## src/hw/rtl/mdct_pkg.sv

```systemverilog
// shared types and constants for the divisor count tracker
// depends on nothing; used by max_divisor_count_tracker
`timescale 1ns / 1ps

package mdct_pkg;

  // width and saturation limit of a divisor count
  localparam int unsigned COUNT_BITS = 8;
  localparam logic [COUNT_BITS-1:0] COUNT_MAX = {COUNT_BITS{1'b1}};

  // sequencer states, one-hot
  typedef enum logic [4:0] {
    ST_IDLE  = 5'b00001,
    ST_CHECK = 5'b00010,
    ST_DIV   = 5'b00100,
    ST_ACC   = 5'b01000,
    ST_DONE  = 5'b10000
  } state_t;

endpackage

```

## src/hw/rtl/max_divisor_count_tracker.sv

```systemverilog
// divisor count tracker top level: trial-division sequencer and best tracking
// depends on mdct_pkg
`timescale 1ns / 1ps

// Each accepted input word carries a candidate and a new-search flag; the block
// counts the candidate's divisors and returns one result word with that count
// and the best number and count since the last search start (ties keep the
// earlier number, zero counts zero). Divisors are tried in pairs for every d
// with d*d <= candidate, each trial running through one shared restoring
// remainder unit at one bit per cycle. The input is not ready while an item is
// in progress; the result waits in an output register until taken.
module max_divisor_count_tracker #(
  parameter int unsigned VALUE_BITS = 17
) (
  input  logic                                  clk,
  input  logic                                  rst_n,
  // input word
  input  logic                                  in_tvalid,
  output logic                                  in_tready,
  input  logic [((VALUE_BITS + 7) / 8) * 8-1:0] in_tdata,   // candidate, zero fill
  input  logic [0:0]                            in_tuser,   // new_search
  // result word
  output logic                                  out_tvalid,
  input  logic                                  out_tready,
  output logic [((VALUE_BITS + 2 * mdct_pkg::COUNT_BITS + 7) / 8) * 8-1:0]
                                                out_tdata   // candidate_divisors,
                                                            // best_number,
                                                            // best_divisors, zero fill
);

  localparam int unsigned CB    = mdct_pkg::COUNT_BITS;
  localparam int unsigned OUT_W = ((VALUE_BITS + 2 * CB + 7) / 8) * 8;
  // trial divisor width: holds the first d with d*d above any candidate
  localparam int unsigned DW    = (VALUE_BITS + 1) / 2 + 1;
  // square of the trial divisor
  localparam int unsigned SQW   = VALUE_BITS + 2;
  localparam int unsigned BCW   = $clog2(VALUE_BITS + 1);

  mdct_pkg::state_t state_r, state_nxt;

  logic [VALUE_BITS-1:0] n_r, n_nxt;
  logic [VALUE_BITS-1:0] nsh_r, nsh_nxt;
  logic [DW-1:0]         d_r, d_nxt;
  logic [SQW-1:0]        sq_r, sq_nxt;
  logic [DW-1:0]         rem_r, rem_nxt;
  logic [BCW-1:0]        bit_r, bit_nxt;
  logic [CB-1:0]         cnt_r, cnt_nxt;
  logic [CB-1:0]         best_cnt_r, best_cnt_nxt;
  logic [VALUE_BITS-1:0] best_val_r, best_val_nxt;

  logic                  out_valid_r, out_valid_nxt;
  logic [CB-1:0]         out_cnt_r, out_cnt_nxt;
  logic [VALUE_BITS-1:0] out_bval_r, out_bval_nxt;
  logic [CB-1:0]         out_bcnt_r, out_bcnt_nxt;

  logic                  in_fire;
  logic [DW:0]           rem_sh;
  logic                  rem_ge;
  logic [CB:0]           cnt_sum;
  logic [1:0]            cnt_inc;

  assign in_tready = (state_r == mdct_pkg::ST_IDLE);
  assign in_fire   = in_tvalid && in_tready;

  // shared remainder step: shift in next dividend bit, subtract if it fits
  assign rem_sh = {rem_r, nsh_r[VALUE_BITS-1]};
  assign rem_ge = (rem_sh >= {1'b0, d_r});

  // pair count: a square root divisor counts once
  assign cnt_inc = (sq_r == {2'b00, n_r}) ? 2'd1 : 2'd2;
  assign cnt_sum = {1'b0, cnt_r} + {{(CB - 1){1'b0}}, cnt_inc};

  // sequencer
  always_comb begin
    state_nxt     = state_r;
    n_nxt         = n_r;
    nsh_nxt       = nsh_r;
    d_nxt         = d_r;
    sq_nxt        = sq_r;
    rem_nxt       = rem_r;
    bit_nxt       = bit_r;
    cnt_nxt       = cnt_r;
    best_cnt_nxt  = best_cnt_r;
    best_val_nxt  = best_val_r;
    out_valid_nxt = out_valid_r && !out_tready;
    out_cnt_nxt   = out_cnt_r;
    out_bval_nxt  = out_bval_r;
    out_bcnt_nxt  = out_bcnt_r;
    case (state_r)
      mdct_pkg::ST_IDLE: begin
        if (in_fire) begin
          n_nxt   = in_tdata[VALUE_BITS-1:0];
          d_nxt   = {{(DW - 1){1'b0}}, 1'b1};
          sq_nxt  = {{(SQW - 1){1'b0}}, 1'b1};
          cnt_nxt = '0;
          if (in_tuser[0]) begin
            best_cnt_nxt = '0;
            best_val_nxt = '0;
          end
          state_nxt = mdct_pkg::ST_CHECK;
        end
      end
      mdct_pkg::ST_CHECK: begin
        if (sq_r <= {2'b00, n_r}) begin
          nsh_nxt   = n_r;
          rem_nxt   = '0;
          bit_nxt   = BCW'(VALUE_BITS);
          state_nxt = mdct_pkg::ST_DIV;
        end else begin
          state_nxt = mdct_pkg::ST_DONE;
        end
      end
      mdct_pkg::ST_DIV: begin
        rem_nxt = rem_ge ? DW'(rem_sh - {1'b0, d_r}) : rem_sh[DW-1:0];
        nsh_nxt = {nsh_r[VALUE_BITS-2:0], 1'b0};
        bit_nxt = bit_r - 1'b1;
        if (bit_r == BCW'(1)) begin
          state_nxt = mdct_pkg::ST_ACC;
        end
      end
      mdct_pkg::ST_ACC: begin
        // saturating accumulate, then step d and its square
        if (rem_r == '0) begin
          cnt_nxt = cnt_sum[CB] ? mdct_pkg::COUNT_MAX : cnt_sum[CB-1:0];
        end
        d_nxt     = d_r + 1'b1;
        sq_nxt    = sq_r + SQW'({d_r, 1'b1});
        state_nxt = mdct_pkg::ST_CHECK;
      end
      mdct_pkg::ST_DONE: begin
        // hand off once the output register is free
        if (!out_valid_r || out_tready) begin
          if (cnt_r > best_cnt_r) begin
            best_cnt_nxt = cnt_r;
            best_val_nxt = n_r;
            out_bcnt_nxt = cnt_r;
            out_bval_nxt = n_r;
          end else begin
            out_bcnt_nxt = best_cnt_r;
            out_bval_nxt = best_val_r;
          end
          out_cnt_nxt   = cnt_r;
          out_valid_nxt = 1'b1;
          state_nxt     = mdct_pkg::ST_IDLE;
        end
      end
      default: begin
        state_nxt = mdct_pkg::ST_IDLE;
      end
    endcase
  end

  // control registers
  always_ff @(posedge clk) begin
    if (!rst_n) begin
      state_r     <= mdct_pkg::ST_IDLE;
      out_valid_r <= 1'b0;
      best_cnt_r  <= '0;
      best_val_r  <= '0;
    end else begin
      state_r     <= state_nxt;
      out_valid_r <= out_valid_nxt;
      best_cnt_r  <= best_cnt_nxt;
      best_val_r  <= best_val_nxt;
    end
  end

  // datapath registers
  always_ff @(posedge clk) begin
    n_r        <= n_nxt;
    nsh_r      <= nsh_nxt;
    d_r        <= d_nxt;
    sq_r       <= sq_nxt;
    rem_r      <= rem_nxt;
    bit_r      <= bit_nxt;
    cnt_r      <= cnt_nxt;
    out_cnt_r  <= out_cnt_nxt;
    out_bval_r <= out_bval_nxt;
    out_bcnt_r <= out_bcnt_nxt;
  end

  assign out_tvalid = out_valid_r;
  assign out_tdata  = OUT_W'({out_bcnt_r, out_bval_r, out_cnt_r});

  // checks
  a_best_not_below: assert property (@(posedge clk) disable iff (!rst_n)
    out_tvalid |-> (out_bcnt_r >= out_cnt_r))
    else $error("best count below candidate count");

  a_busy_after_accept: assert property (@(posedge clk) disable iff (!rst_n)
    in_fire |=> !in_tready)
    else $error("input ready right after accept");

  a_rem_below_div: assert property (@(posedge clk) disable iff (!rst_n)
    (state_r == mdct_pkg::ST_DIV || state_r == mdct_pkg::ST_ACC) |-> (rem_r < d_r))
    else $error("remainder not below divisor");

  a_zero_best: assert property (@(posedge clk) disable iff (!rst_n)
    (out_tvalid && out_bcnt_r == '0) |-> (out_bval_r == '0))
    else $error("best number set with zero count");

endmodule
```

## config.mk

```make
export PLATFORM = sky130hd
export DESIGN_NAME = max_divisor_count_tracker
export DESIGN_NICKNAME = d
export VERILOG_FILES = /design/src/hw/rtl/mdct_pkg.sv /design/src/hw/rtl/max_divisor_count_tracker.sv
export SDC_FILE = /design/constraint.sdc
export NUM_CORES = 1
export LEC_CHECK = 0
export BUFFER_PORTS_ARGS = -buffer_cell sky130_fd_sc_hd__buf_4
export CAP_MARGIN = 20
export CORE_ASPECT_RATIO = 1.75
export CORE_UTILIZATION = 50
export CTS_CLUSTER_DIAMETER = 120
export DETAILED_ROUTE_END_ITERATION = 6
export MAX_ROUTING_LAYER = met4
export PLACE_DENSITY = 0.69
export SLEW_MARGIN = 20
export SYNTH_ARGS = -nofsm -noshare
export SYNTH_HDL_FRONTEND = slang
export SYNTH_SLANG_ARGS = --single-unit
```

## constraint.sdc

```tcl
create_clock -name clk -period 4.5 [get_ports clk]
set_input_delay 0 -clock clk [delete_from_list [all_inputs] [get_ports clk]]
set_output_delay 0 -clock clk [all_outputs]
set_load 0.005 [all_outputs]
```

==> metrics <==
status=completed; Final Hold Fails=0; TritonCTS Buffers=17; RSZ-0062 raised after global routing=no; met1 Resource Use GR=0.2370; Worst Path Required=4.63 ns; share of layout cells above drive strength 1=0.1574; Slew HR=0.2763; area of the multi-input gates=3372 um2; Clk pin slew, worst setup/hold paths=0.07 ns; Crit Path Category=register to register; grt met3 use=0.03570; CP delay by family, top=compound AO/OA/AOI/OAI gates; Seq/Total Area, Yosys=0.5311; Clock Path Buffers=2; crit-path cells=inv_1 -> ha_1 -> a211oi_1 -> nor2_1 -> a2111oi_0 -> o21ai_0 -> a31oi_4 -> buf_12; core area=15390 um2; Post-Synth Simple-Gate Area=0.1317; CP Buf/Inv Count=2; Routability Congestion=0.9167; clock latency on the worst-skew pair=0.43 ns; pwr/cell area=375.5 nW/um2; Slew Limit Fails=0; synthesized area=7898 um2; Filler cells=1238; Max Clock Skew=0.01549 ns; die width=97.01 um; ys async rst share=0; Post-Synth Adder-Cell Area=0.08682; Max FO, Critical Path=17; Setup-failing EPs final=0; grt met2 use=0.3956; Die Y=168.3 um; Register Area=4194 um2; Flop pwr share=0.460; Initial Utilization=0.5132; internal power=2.552 mW; Post-CTS Setup Bufs=0; multiplexer share of the synthesized area=0.05355; max_cap viols=0; initial antenna violation count=0; startpoint type of the worst setup path=register; clock sink count=150; vias in the first global route=5883; Slowest cell on crit path=a31oi_4; hpwl dp=12120 um; Synth warnings=0; Post-Syn Instances=718; leak pwr=3.548 nW; via count=5723; Arrival @ worst endpoint=3.49 ns; Worst-Margin Slew=1.086 ns; vias per std cell=5.729; Power Total=3.502 mW; main combinational cell family by area after synthesis=simple AND/OR/NAND/NOR gates; Post-Place Cell Area=8517 um2; grt total ovfl=0; most common cell after layout, fill and taps aside=edfxtp_1; Nets=882; # diodes=0; Critical Path End Type=register; first-pass GRT wire length=27840 um; Area Overhead vs Synth=18.06%; Global Route Usage Sum=0.2191; Synth Register Bits=150; post-DR wirelength/cell=16.73 um; xor-xnor portion of the synthesized cell area=0.02107; final period utilization=0.7477; Sw Ratio=0.2713; largest net degree at the start of global routing=55; Clk pwr share=0.410; Post-synth EDFFs=119; Max Fclk=0.2972 GHz; Iter 0 DRT Violations=311; # rows=60; PortBufs=56; post-synth cell types=54; Root Buffer=clkbuf_16; setup ws final=1.136 ns; Comb pwr share=0.130; Syn Area/Cell=11.00 um2; most frequent cells in the layout=edfxtp_1, nand2_1, buf_4, inv_1, ha_1; fin area=9324 um2; Pre-antenna DRT Iters=5; top_reg_cell synth=edfxtp_1; # DRC=0; Peak VDD IR=203.9 uV; minimum clock period=3.364 ns; CTS tree=yes; Ports=71; post-placement setup slack=1.133 ns; hold crit path type=input port to register; H-tree Lvls=4; antenna viol nets, final=0; Die Area=16320 um2; max incr delay on CP=0.66 ns; layer with the highest usage=met2; Net Sw Power=0.9499 mW; setup tns final=0 ns; compound-gate portion of the synthesized area=0.1280; drt total wl=16710 um
power groups by stage:
stage	sequential (mW)	combinational [mW]	clock [mW]
CTS	1.61	0.457	1.45
global placement	1.64	0.418	0
floorplan	1.62	0.331	0
detailed placement	1.64	0.438	0
finish	1.61	0.456	1.44
global route	1.62	0.506	1.51
Yosys cell counts, drive strengths merged, types with 2 or more instances:
cell type  count  area [um2]
a31oi          2       12.51
mux2          18       202.7
o31ai          6       45.04
a22o           3       26.28
a211oi         8       60.06
nand2b        13       81.33
nand3b         8       60.06
o21ai         38       193.9
nor4           4       25.02
or4            4       30.03
edfxtp       119        3573
a21oi         41       205.2
and4b          2       20.02
or3            6       37.54
o211ai        10       85.08
o22ai         26       162.7
dfxtp         31       620.6
nor2b          3       18.77
a21o           7       52.55
inv           57       214.0
nand4         10       62.56
mux2i         22       220.2
nor3          16       90.09
o21a           4       30.03
a21boi         4       30.03
buf           18       122.6
or2            2       12.51
o211a          2       20.02
nand3         18       90.09
nand2         77       289.0
clkbuf        10       37.54
xor2           7       61.31
and2           4       25.02
xnor2         12       105.1
ha            50       625.6
and3           2       12.51
fa             3       60.06
nor3b          3       33.78
nor2          38       142.6
kinds of logic (layout without fill, tap and decap cells):
logic type	after synthesis	count (layout)
simple gates	211	211
compound gates	159	159
flops	150	150
buf+inv	85	174
fa+ha+maj	53	53
mux	40	40
xor+xnor	19	19
other cells	1	7
path summary, 6_finish.rpt:
path / start / to / slack [ns] / cells past startpoint
worst max-delay path: n_r[8]$_DFFE_PP_ / nsh_r[1]$_DFFE_PP_ / 1.14 / 8
worst min-delay path: rst_n / state_r[3]$_SDFFE_PN0P_ / 0.03 / 2
worst max register to register: n_r[8]$_DFFE_PP_ / nsh_r[1]$_DFFE_PP_ / 1.14 / 8
worst min register to register: best_val_r[13]$_SDFFE_PN0P_ / best_val_r[13]$_SDFFE_PN0P_ / 0.47 / 2
state kept, by name (all words and copies together), names as in the netlist:
| register | count |
|---|---|
| sq_r | 19 |
| best_val_r | 17 |
| n_r | 17 |
| nsh_r | 17 |
| out_bval_r | 17 |
| d_r | 10 |
| rem_r | 10 |
| best_cnt_r | 8 |
| cnt_r | 8 |
| out_bcnt_r | 8 |
| out_cnt_r | 8 |
| bit_r | 5 |
| state_r | 5 |
| out_tvalid | 1 |
final cells by class:
class | count | area share
inverters | 57 | 0.02295
clock buffers | 17 | 0.04563
well taps | 186 | 0.02496
repair buffers | 85 | 0.07555
multi-input cells | 489 | 0.3616
flip-flops and latches | 150 | 0.4498
clock inverters | 15 | 0.01946
routing by layer:
metal / part of all wire / vias to the layer above / wire [um]
li1: - / 2794 / -
met1: 0.39 / 2766 / 6585
met2: 0.55 / 140 / 9119
met3: 0.036 / 23 / 608
met4: 0.024 / 0 / 397
met5: 0 / - / 0
stage by stage:
step                cells  hold WS [ns]  utilization
finish                999       0.03206       0.6059
CTS                   999       0.02712       0.6059
detailed placement    947        0.1793       0.5534
global route          999       0.04776       0.6059
floorplan             724       0.09887            -
global placement      946        0.1790       0.5527
repair_timing:
item,CTS,global route
hold buffers,20,0
endpoints found under the hold margin,19,0
resized for setup,0,0
No activity file was read; power rests on OpenSTA's default activity.
